==> src/hw/rtl/ptd_pkg.sv <==
// shared types and constants for the periodic task dispatcher
`timescale 1ns / 1ps

package ptd_pkg;

  localparam int TICK_W = 16;
  localparam int CFG_IDX_W = 4;
  localparam int CFG_PERIOD_BASE = 4;

  localparam logic [2:0] CMD_INIT   = 3'd0;
  localparam logic [2:0] CMD_TICK   = 3'd1;
  localparam logic [2:0] CMD_RUN    = 3'd2;
  localparam logic [2:0] CMD_ACT    = 3'd3;
  localparam logic [2:0] CMD_DEACT  = 3'd4;

  typedef struct packed {
    logic [2:0] cmd;
    logic [1:0] task_index;
  } in_req_t;

  typedef struct packed {
    logic [1:0] task_index_out;
    logic       due;
    logic       last;
    logic       fault;
  } out_rsp_t;

  typedef enum logic [1:0] {
    ST_IDLE,
    ST_EXEC,
    ST_SCAN,
    ST_FAULT
  } ptd_state_t;

  // controller -> datapath
  typedef struct packed {
    logic take;
    logic do_init;
    logic do_tick;
    logic do_run;
    logic do_act;
    logic do_deact;
    logic emit_hit;
    logic emit_idle;
    logic emit_fault;
  } ptd_cmd_t;

  // datapath -> controller
  typedef struct packed {
    logic [2:0] cmd;
    logic       halted;
    logic       initialized;
    logic       mask_empty;
    logic       mask_last;
    logic       out_free;
  } ptd_stat_t;

endpackage

==> src/hw/rtl/ptd_ctrl.sv <==
// controller state machine of the periodic task dispatcher
`timescale 1ns / 1ps

module ptd_ctrl (
  input  logic               clk,
  input  logic               rst_n,
  input  logic               in_valid,
  output logic               in_ready,
  input  ptd_pkg::ptd_stat_t stat,
  output ptd_pkg::ptd_cmd_t  ctl
);

  ptd_pkg::ptd_state_t state_r, state_nxt;
  logic misuse;

  always_comb begin
    misuse = stat.halted;
    unique case (stat.cmd)
      ptd_pkg::CMD_INIT: begin
        if (stat.initialized) misuse = 1'b1;
      end
      ptd_pkg::CMD_TICK, ptd_pkg::CMD_RUN, ptd_pkg::CMD_ACT: begin
        if (!stat.initialized) misuse = 1'b1;
      end
      default: ;
    endcase
  end

  always_ff @(posedge clk) begin
    if (!rst_n) begin
      state_r <= ptd_pkg::ST_IDLE;
    end else begin
      state_r <= state_nxt;
    end
  end

  always_comb begin
    state_nxt = state_r;
    unique case (state_r)
      ptd_pkg::ST_IDLE: begin
        if (in_valid) state_nxt = ptd_pkg::ST_EXEC;
      end
      ptd_pkg::ST_EXEC: begin
        if (misuse) state_nxt = ptd_pkg::ST_FAULT;
        else if (stat.cmd == ptd_pkg::CMD_RUN) state_nxt = ptd_pkg::ST_SCAN;
        else state_nxt = ptd_pkg::ST_IDLE;
      end
      ptd_pkg::ST_SCAN: begin
        if (stat.out_free && (stat.mask_empty || stat.mask_last)) begin
          state_nxt = ptd_pkg::ST_IDLE;
        end
      end
      ptd_pkg::ST_FAULT: begin
        if (stat.out_free) state_nxt = ptd_pkg::ST_IDLE;
      end
      default: state_nxt = ptd_pkg::ST_IDLE;
    endcase
  end

  always_comb begin
    ctl      = '0;
    in_ready = 1'b0;
    unique case (state_r)
      ptd_pkg::ST_IDLE: begin
        in_ready = 1'b1;
        ctl.take = in_valid;
      end
      ptd_pkg::ST_EXEC: begin
        if (!misuse) begin
          unique case (stat.cmd)
            ptd_pkg::CMD_INIT:  ctl.do_init  = 1'b1;
            ptd_pkg::CMD_TICK:  ctl.do_tick  = 1'b1;
            ptd_pkg::CMD_RUN:   ctl.do_run   = 1'b1;
            ptd_pkg::CMD_ACT:   ctl.do_act   = 1'b1;
            ptd_pkg::CMD_DEACT: ctl.do_deact = 1'b1;
            default: ;
          endcase
        end
      end
      ptd_pkg::ST_SCAN: begin
        if (stat.out_free) begin
          ctl.emit_hit  = !stat.mask_empty;
          ctl.emit_idle = stat.mask_empty;
        end
      end
      ptd_pkg::ST_FAULT: begin
        ctl.emit_fault = stat.out_free;
      end
      default: ;
    endcase
  end

endmodule

==> src/hw/rtl/ptd_datapath.sv <==
// task table, tick counter and result register of the dispatcher
`timescale 1ns / 1ps

module ptd_datapath #(
  parameter int NUM_TASKS = 4
) (
  input  logic                            clk,
  input  logic                            rst_n,
  input  ptd_pkg::in_req_t                in_data,
  input  logic                            cfg_valid,
  input  logic [ptd_pkg::CFG_IDX_W-1:0]   cfg_index,
  input  logic [ptd_pkg::TICK_W-1:0]      cfg_data,
  input  ptd_pkg::ptd_cmd_t               ctl,
  output ptd_pkg::ptd_stat_t              stat,
  output logic                            out_valid,
  input  logic                            out_ready,
  output ptd_pkg::out_rsp_t               out_data
);

  localparam int IDX_W = (NUM_TASKS > 1) ? $clog2(NUM_TASKS) : 1;
  localparam int TW = ptd_pkg::TICK_W;

  ptd_pkg::in_req_t  req_r;
  logic [TW-1:0]     offset_r [NUM_TASKS];
  logic [TW-1:0]     period_r [NUM_TASKS];
  logic [TW-1:0]     next_due_r [NUM_TASKS];
  logic [TW-1:0]     tick_r;
  logic              wrapped_r;
  logic              init_r;
  logic              halted_r;
  logic [NUM_TASKS-1:0] active_r;
  logic [NUM_TASKS-1:0] ovf_r;
  logic [NUM_TASKS-1:0] mask_r;
  logic              out_valid_r;
  ptd_pkg::out_rsp_t out_data_r;

  logic [NUM_TASKS-1:0] hit_w;
  logic [NUM_TASKS-1:0] low_w;
  logic [IDX_W-1:0]     sel_w;
  logic [TW:0]          sum_w;
  logic                 out_free;
  logic                 emit_any;
  ptd_pkg::out_rsp_t    rsp_nxt;

  // due check at pass start, with overflow marks dropped after a counter wrap
  always_comb begin
    for (int i = 0; i < NUM_TASKS; i++) begin
      hit_w[i] = active_r[i] && !(ovf_r[i] && !wrapped_r) && (tick_r >= next_due_r[i]);
    end
  end

  // lowest pending task of the pass
  assign low_w = mask_r & (~mask_r + NUM_TASKS'(1));

  always_comb begin
    sel_w = '0;
    for (int i = 0; i < NUM_TASKS; i++) begin
      if (low_w[i]) sel_w = IDX_W'(i);
    end
  end

  assign sum_w = {1'b0, next_due_r[sel_w]} + {1'b0, period_r[sel_w]};

  assign out_free = !out_valid_r || out_ready;
  assign emit_any = ctl.emit_hit || ctl.emit_idle || ctl.emit_fault;

  always_comb begin
    rsp_nxt = '0;
    if (ctl.emit_hit) begin
      rsp_nxt.task_index_out = 2'(sel_w);
      rsp_nxt.due            = 1'b1;
      rsp_nxt.last           = ((mask_r & ~low_w) == '0);
    end else if (ctl.emit_fault) begin
      rsp_nxt.last  = 1'b1;
      rsp_nxt.fault = 1'b1;
    end else begin
      rsp_nxt.last = 1'b1;
    end
  end

  always_ff @(posedge clk) begin
    if (!rst_n) begin
      tick_r      <= '0;
      wrapped_r   <= 1'b0;
      init_r      <= 1'b0;
      halted_r    <= 1'b0;
      active_r    <= '0;
      ovf_r       <= '0;
      mask_r      <= '0;
      out_valid_r <= 1'b0;
      for (int i = 0; i < NUM_TASKS; i++) begin
        offset_r[i] <= '0;
        period_r[i] <= '0;
      end
    end else begin
      for (int i = 0; i < NUM_TASKS; i++) begin
        if (cfg_valid && cfg_index == ptd_pkg::CFG_IDX_W'(i)) offset_r[i] <= cfg_data;
        if (cfg_valid && cfg_index == ptd_pkg::CFG_IDX_W'(ptd_pkg::CFG_PERIOD_BASE + i)) begin
          period_r[i] <= cfg_data;
        end
        if (ctl.do_init) active_r[i] <= 1'b0;
        if (ctl.do_act && req_r.task_index == 2'(i)) active_r[i] <= 1'b1;
        if (ctl.do_deact && req_r.task_index == 2'(i)) active_r[i] <= 1'b0;
      end
      if (ctl.do_init) init_r <= 1'b1;
      if (ctl.do_tick) begin
        tick_r <= tick_r + TW'(1);
        if (tick_r == '1) wrapped_r <= 1'b1;
      end
      if (ctl.do_run) begin
        mask_r <= hit_w;
        if (wrapped_r) begin
          ovf_r     <= '0;
          wrapped_r <= 1'b0;
        end
      end
      if (ctl.emit_hit) begin
        mask_r <= mask_r & ~low_w;
        if (sum_w[TW]) ovf_r <= ovf_r | low_w;
      end
      if (ctl.emit_fault) halted_r <= 1'b1;
      if (emit_any) out_valid_r <= 1'b1;
      else if (out_ready) out_valid_r <= 1'b0;
    end
  end

  always_ff @(posedge clk) begin
    if (ctl.take) req_r <= in_data;
    if (emit_any) out_data_r <= rsp_nxt;
    for (int i = 0; i < NUM_TASKS; i++) begin
      if (ctl.do_init) next_due_r[i] <= offset_r[i];
      else if (ctl.emit_hit && low_w[i]) next_due_r[i] <= sum_w[TW-1:0];
    end
  end

  assign stat.cmd         = req_r.cmd;
  assign stat.halted      = halted_r;
  assign stat.initialized = init_r;
  assign stat.mask_empty  = (mask_r == '0);
  assign stat.mask_last   = ((mask_r & ~low_w) == '0);
  assign stat.out_free    = out_free;

  assign out_valid = out_valid_r;
  assign out_data  = out_data_r;

endmodule

==> src/hw/rtl/periodic_task_dispatcher.sv <==
// top level of the periodic task dispatcher
//
//   channel  direction  handshake                payload
//   in_      request    in_valid / in_ready      in_data (cmd, task_index)
//   out_     result     out_valid / out_ready    out_data (task_index_out, due, last, fault)
//   cfg_     write      cfg_valid / cfg_ready    cfg_index, cfg_data
//
// a request is taken in one state and decoded in the next, so commands without a
// result end once decoded; a run pass then gives one result per cycle unless
// stalled, one per due task (or one with due clear), set by the single next-due adder.
// reset is synchronous and active low and clears task and counter state except the next-due times.
// a held result stalls the pass; the result register frees as out_ready is seen.
`timescale 1ns / 1ps

module periodic_task_dispatcher #(
  parameter int NUM_TASKS = 4
) (
  input  logic                          clk,
  input  logic                          rst_n,
  input  logic                          in_valid,
  output logic                          in_ready,
  input  ptd_pkg::in_req_t              in_data,
  output logic                          out_valid,
  input  logic                          out_ready,
  output ptd_pkg::out_rsp_t             out_data,
  input  logic                          cfg_valid,
  output logic                          cfg_ready,
  input  logic [ptd_pkg::CFG_IDX_W-1:0] cfg_index,
  input  logic [ptd_pkg::TICK_W-1:0]    cfg_data
);

  ptd_pkg::ptd_cmd_t  ctl;
  ptd_pkg::ptd_stat_t stat;

  assign cfg_ready = 1'b1;

  ptd_ctrl u_ctrl (
    .clk      (clk),
    .rst_n    (rst_n),
    .in_valid (in_valid),
    .in_ready (in_ready),
    .stat     (stat),
    .ctl      (ctl)
  );

  ptd_datapath #(
    .NUM_TASKS (NUM_TASKS)
  ) u_datapath (
    .clk       (clk),
    .rst_n     (rst_n),
    .in_data   (in_data),
    .cfg_valid (cfg_valid),
    .cfg_index (cfg_index),
    .cfg_data  (cfg_data),
    .ctl       (ctl),
    .stat      (stat),
    .out_valid (out_valid),
    .out_ready (out_ready),
    .out_data  (out_data)
  );

endmodule

==> config.mk <==
export PLATFORM = sky130hd
export DESIGN_NAME = periodic_task_dispatcher
export DESIGN_NICKNAME = d
export VERILOG_FILES = /design/src/hw/rtl/ptd_pkg.sv /design/src/hw/rtl/ptd_ctrl.sv /design/src/hw/rtl/ptd_datapath.sv /design/src/hw/rtl/periodic_task_dispatcher.sv
export SDC_FILE = /design/constraint.sdc
export NUM_CORES = 1
export LEC_CHECK = 0
export BUFFER_PORTS_ARGS = -buffer_cell sky130_fd_sc_hd__buf_4
export CORE_ASPECT_RATIO = 0.9
export CORE_MARGIN = 2
export CORE_UTILIZATION = 40
export DETAILED_ROUTE_END_ITERATION = 6
export HOLD_SLACK_MARGIN = 0.03
export PLACE_DENSITY = 0.59
export RECOVER_POWER = 50
export SLEW_MARGIN = 5
export SYNTH_ARGS = -nofsm -noshare
export SYNTH_HDL_FRONTEND = slang
export SYNTH_SLANG_ARGS = --single-unit
==> constraint.sdc <==
create_clock -name clk -period 4.7 [get_ports clk]
set_clock_uncertainty 0.2 [all_clocks]
set_input_delay 0.235 -clock clk [delete_from_list [all_inputs] [get_ports clk]]
set_output_delay 0.235 -clock clk [all_outputs]
set_load 0.05 [all_outputs]
==> out/results.ini <==
[status]
status = finished with violations
violations = max-capacitance violations, max-slew violations

[floorplan]
io_pins = 38
design.core.area_um2 = 30800
die-area_um2 = 32700
die_w_um = 190
die_y_um = 172
start_util = 0.406
fp-row-count = 61

[setup_path]
endpoint_kind = register
r2r-start = u_datapath.mask_r[0]
cp_max_fo = 32
worstReg2RegEnd = u_datapath.next_due_r[1][10]
reg2reg_depth = 14
crit_arrival_ns = 4.38
r2r_slack_ns = 0.43
cp-start-kind = register
required_ns = 4.80
critical_path_class = register to register

[cells_and_area]
seq_area_um2 = 6750
fillCellCount = 2854
n_antenna_cell = 0
syn_to_final_growth_pct = 15.6
drive_above_1_share = 0.116
nets = 1303
multiInputGateArea_um2 = 5320

[power_and_ir_drop]
pwr-share-seq = 0.487
leakagePower_nw = 5.74
p_int_w = 0.00382
clkPwrFrac = 0.452
power_density_nw_per_um2 = 339
p_sw_w = 0.00108
combPwrFrac = 0.061
ir_drop_v = 0.000259
swShare = 0.220

[clocking]
cts_setup_buffers = 0
worstSkewPairLatency_ns = 0.55
cts_tree = done
ctsHtreeMaxLevel = 1
path_clk_slew_ns = 0.06
cts_sinks = 236
cts-root-buf = clkbuf_16
cts_buffer_depth = 3
numCtsBuffers = 26

[hold_path]
hp-start = in_data[3]
min_path_cells = 2
min_to = u_datapath.stat[6]
hp-class = input port to register

[logic_synthesis]
muxShareOfSynthArea = 0.0385
syn_inst = 1117
synth_simple_gate_area_frac = 0.159
synth_flop_cell = edfxtp_1
synth_fa_ha_area_frac = 0.0834
synth_top_area_cell = edfxtp_1
synth-edff-count = 202
synth.avg_cell_area_um2 = 11.2
synth_compound_area_frac = 0.126
async_flop_share = 0
synth_cell_types = 67
syn_area_um2 = 12500
syn_nets = 1229
synth_top_area_share = 0.485
synth_top_family_by_area = simple AND/OR/NAND/NOR gates
yosysSeqAreaShare = 0.539
ys_ff_latch = 236
synth_xor_area_frac = 0.0161
synth.top_cells.by_area = edfxtp_1, ha_1, and2_1
ys.warnings.count = 0

[global_route]
antenna_found_initial = 0
grt_max_degree = 45
grt_pass1_vias = 8471
overflow = 0
grt_usage = 0.198
grt_pass1_wl_um = 49400

[timing]
rsz0062_at_grt = no
setup_viol = 0
slew-limit-headroom = -0.282
period_needed_ns = 4.27
fin_crit_sh = 0.910
fmax_mhz = 234
hold_viol_final = 0
final_max_slew_viol_count = 45
tightest_slew_ns = 1.92
finalSetupTns_ns = 0
hold_slack_ns = 0.231

[place]
gp_congestion = 0.945
io_buffers = 36
post-dp-hpwl_um = 22300

[routing]
drt_iter0_markers = 781
via_per_inst = 5.27
wl_um = 31700
vias = 8540
final_antenna_net_count = 0
wl_per_cell_um = 19.6
first_pass_iters = 5
drc = 0

[job]
maxCapViolCount = 1

-- placed cells by master, fill, tap and decap left out, drive strengths merged, types with 34 or more instances in the layout --
| master | instances |
|---|---|
| inv | 78 |
| a21oi | 54 |
| ha | 81 |
| o21ai | 60 |
| nor2 | 41 |
| mux2 | 41 |
| and2 | 143 |
| nand2 | 128 |
| clkbuf | 55 |
| edfxtp | 202 |
| buf | 37 |
| dfxtp | 34 |
-- area by class of cell --
class,count,area share
repair buffers,88,0.0461
multi-input cells,762,0.368
clock buffers,30,0.0460
well taps,409,0.0354
inverters,77,0.0200
flip-flops and latches,236,0.467
clock inverters,17,0.0183
-- state kept, by name, indices dropped and copies added (netlist names), 3 cells and up --
signal and flops:
u_datapath.out_data 5, u_datapath.offset_r 64, u_datapath.stat 3, u_datapath.ovf_r 4, u_datapath.period_r 64, u_datapath.next_due_r 64, u_datapath.active_r 4, u_datapath.mask_r 4
u_datapath.tick_r 16
-- repair_timing --
item | CTS | global route
resized for setup | 0 | 0
hold buffers | 26 | 0
endpoints found under the hold margin | 166 | 0
-- stage by stage --
stage                      util  total power (W)  cell area, um^2  setup slack, ns  instances
after floorplan               -          0.00260            12500            0.987       1117
after global placement    0.433          0.00271            13300            0.590       1546
after detailed placement  0.433          0.00272            13300            0.520       1546
after CTS                 0.471          0.00495            14500            0.469       1619
after global routing      0.469          0.00506            14500            0.139       1619
final                     0.469          0.00490            14500            0.425       1619
-- cells in the mapped netlist (9+ instances only) --
cell      number
a211oi_1      10
a21o_1        15
a21oi_1       54
a221o_1       32
and2_1       143
clkbuf_1      36
dfxtp_1       34
edfxtp_1     202
ha_1          81
inv_1         77
mux2_2        41
nand2_1      128
nand2b_1       9
nand4_1       10
nor2_1        41
o21ai_0       59
o31ai_1       12
xnor2_1       19
-- worst max path at each step --
stage                         start                      endpoint  slack [ns]  cells past startpoint
2_1_floorplan  u_datapath.mask_r[2]  u_datapath.next_due_r[1][10]        0.99                     16
3_3_place_gp   u_datapath.mask_r[0]  u_datapath.next_due_r[0][10]        0.59                     14
3_5_place_dp   u_datapath.mask_r[0]  u_datapath.next_due_r[1][10]        0.52                     14
4_1_cts        u_datapath.mask_r[0]  u_datapath.next_due_r[1][10]        0.47                     14
5_1_grt        u_datapath.mask_r[0]  u_datapath.next_due_r[0][14]        0.14                     14
6_report       u_datapath.mask_r[0]  u_datapath.next_due_r[1][10]        0.43                     14
-- critical path: stages (launching register included) --
cell and delay (ns):
dfxtp_1 0.56, nor2_1 0.16, o21ai_2 0.25, nor3_2 0.06
buf_4 0.28, a221o_1 0.34, ha_1 0.24, fa_1 0.44
a211oi_1 0.22, o21ai_0 0.19, o21ai_0 0.20, nor2_1 0.11
a211oi_1 0.30, xnor2_1 0.17, mux2_2 0.29
-- logic make-up after synthesis --
family	count (synthesis)
other	1
multiplexers	43
XOR/XNOR	23
buffers and inverters	119
AO/OA/AOI/OAI	232
flip-flops	236
AND/OR/NAND/NOR	380
adder cells (fa/ha/maj)	83
-- per-layer routing --
layer	vias up	part of all wire	global-route usage
li1	4182	-	-
met1	4067	0.48	0.293
met2	256	0.44	0.311
met3	35	0.060	0.0241
met4	0	0.017	0.0394
met5	-	0	0
-- power by group through the flow --
stage	clock (W)	combinational [W]	sequential, W
5_1_grt	0.00233	0.000332	0.00239
2_1_floorplan	0	0.000180	0.00242
3_3_place_gp	0	0.000284	0.00243
3_5_place_dp	0	0.000288	0.00243
6_report	0.00222	0.000300	0.00239
4_1_cts	0.00226	0.000307	0.00238
Note: power is estimated with default switching activity, not from simulation.
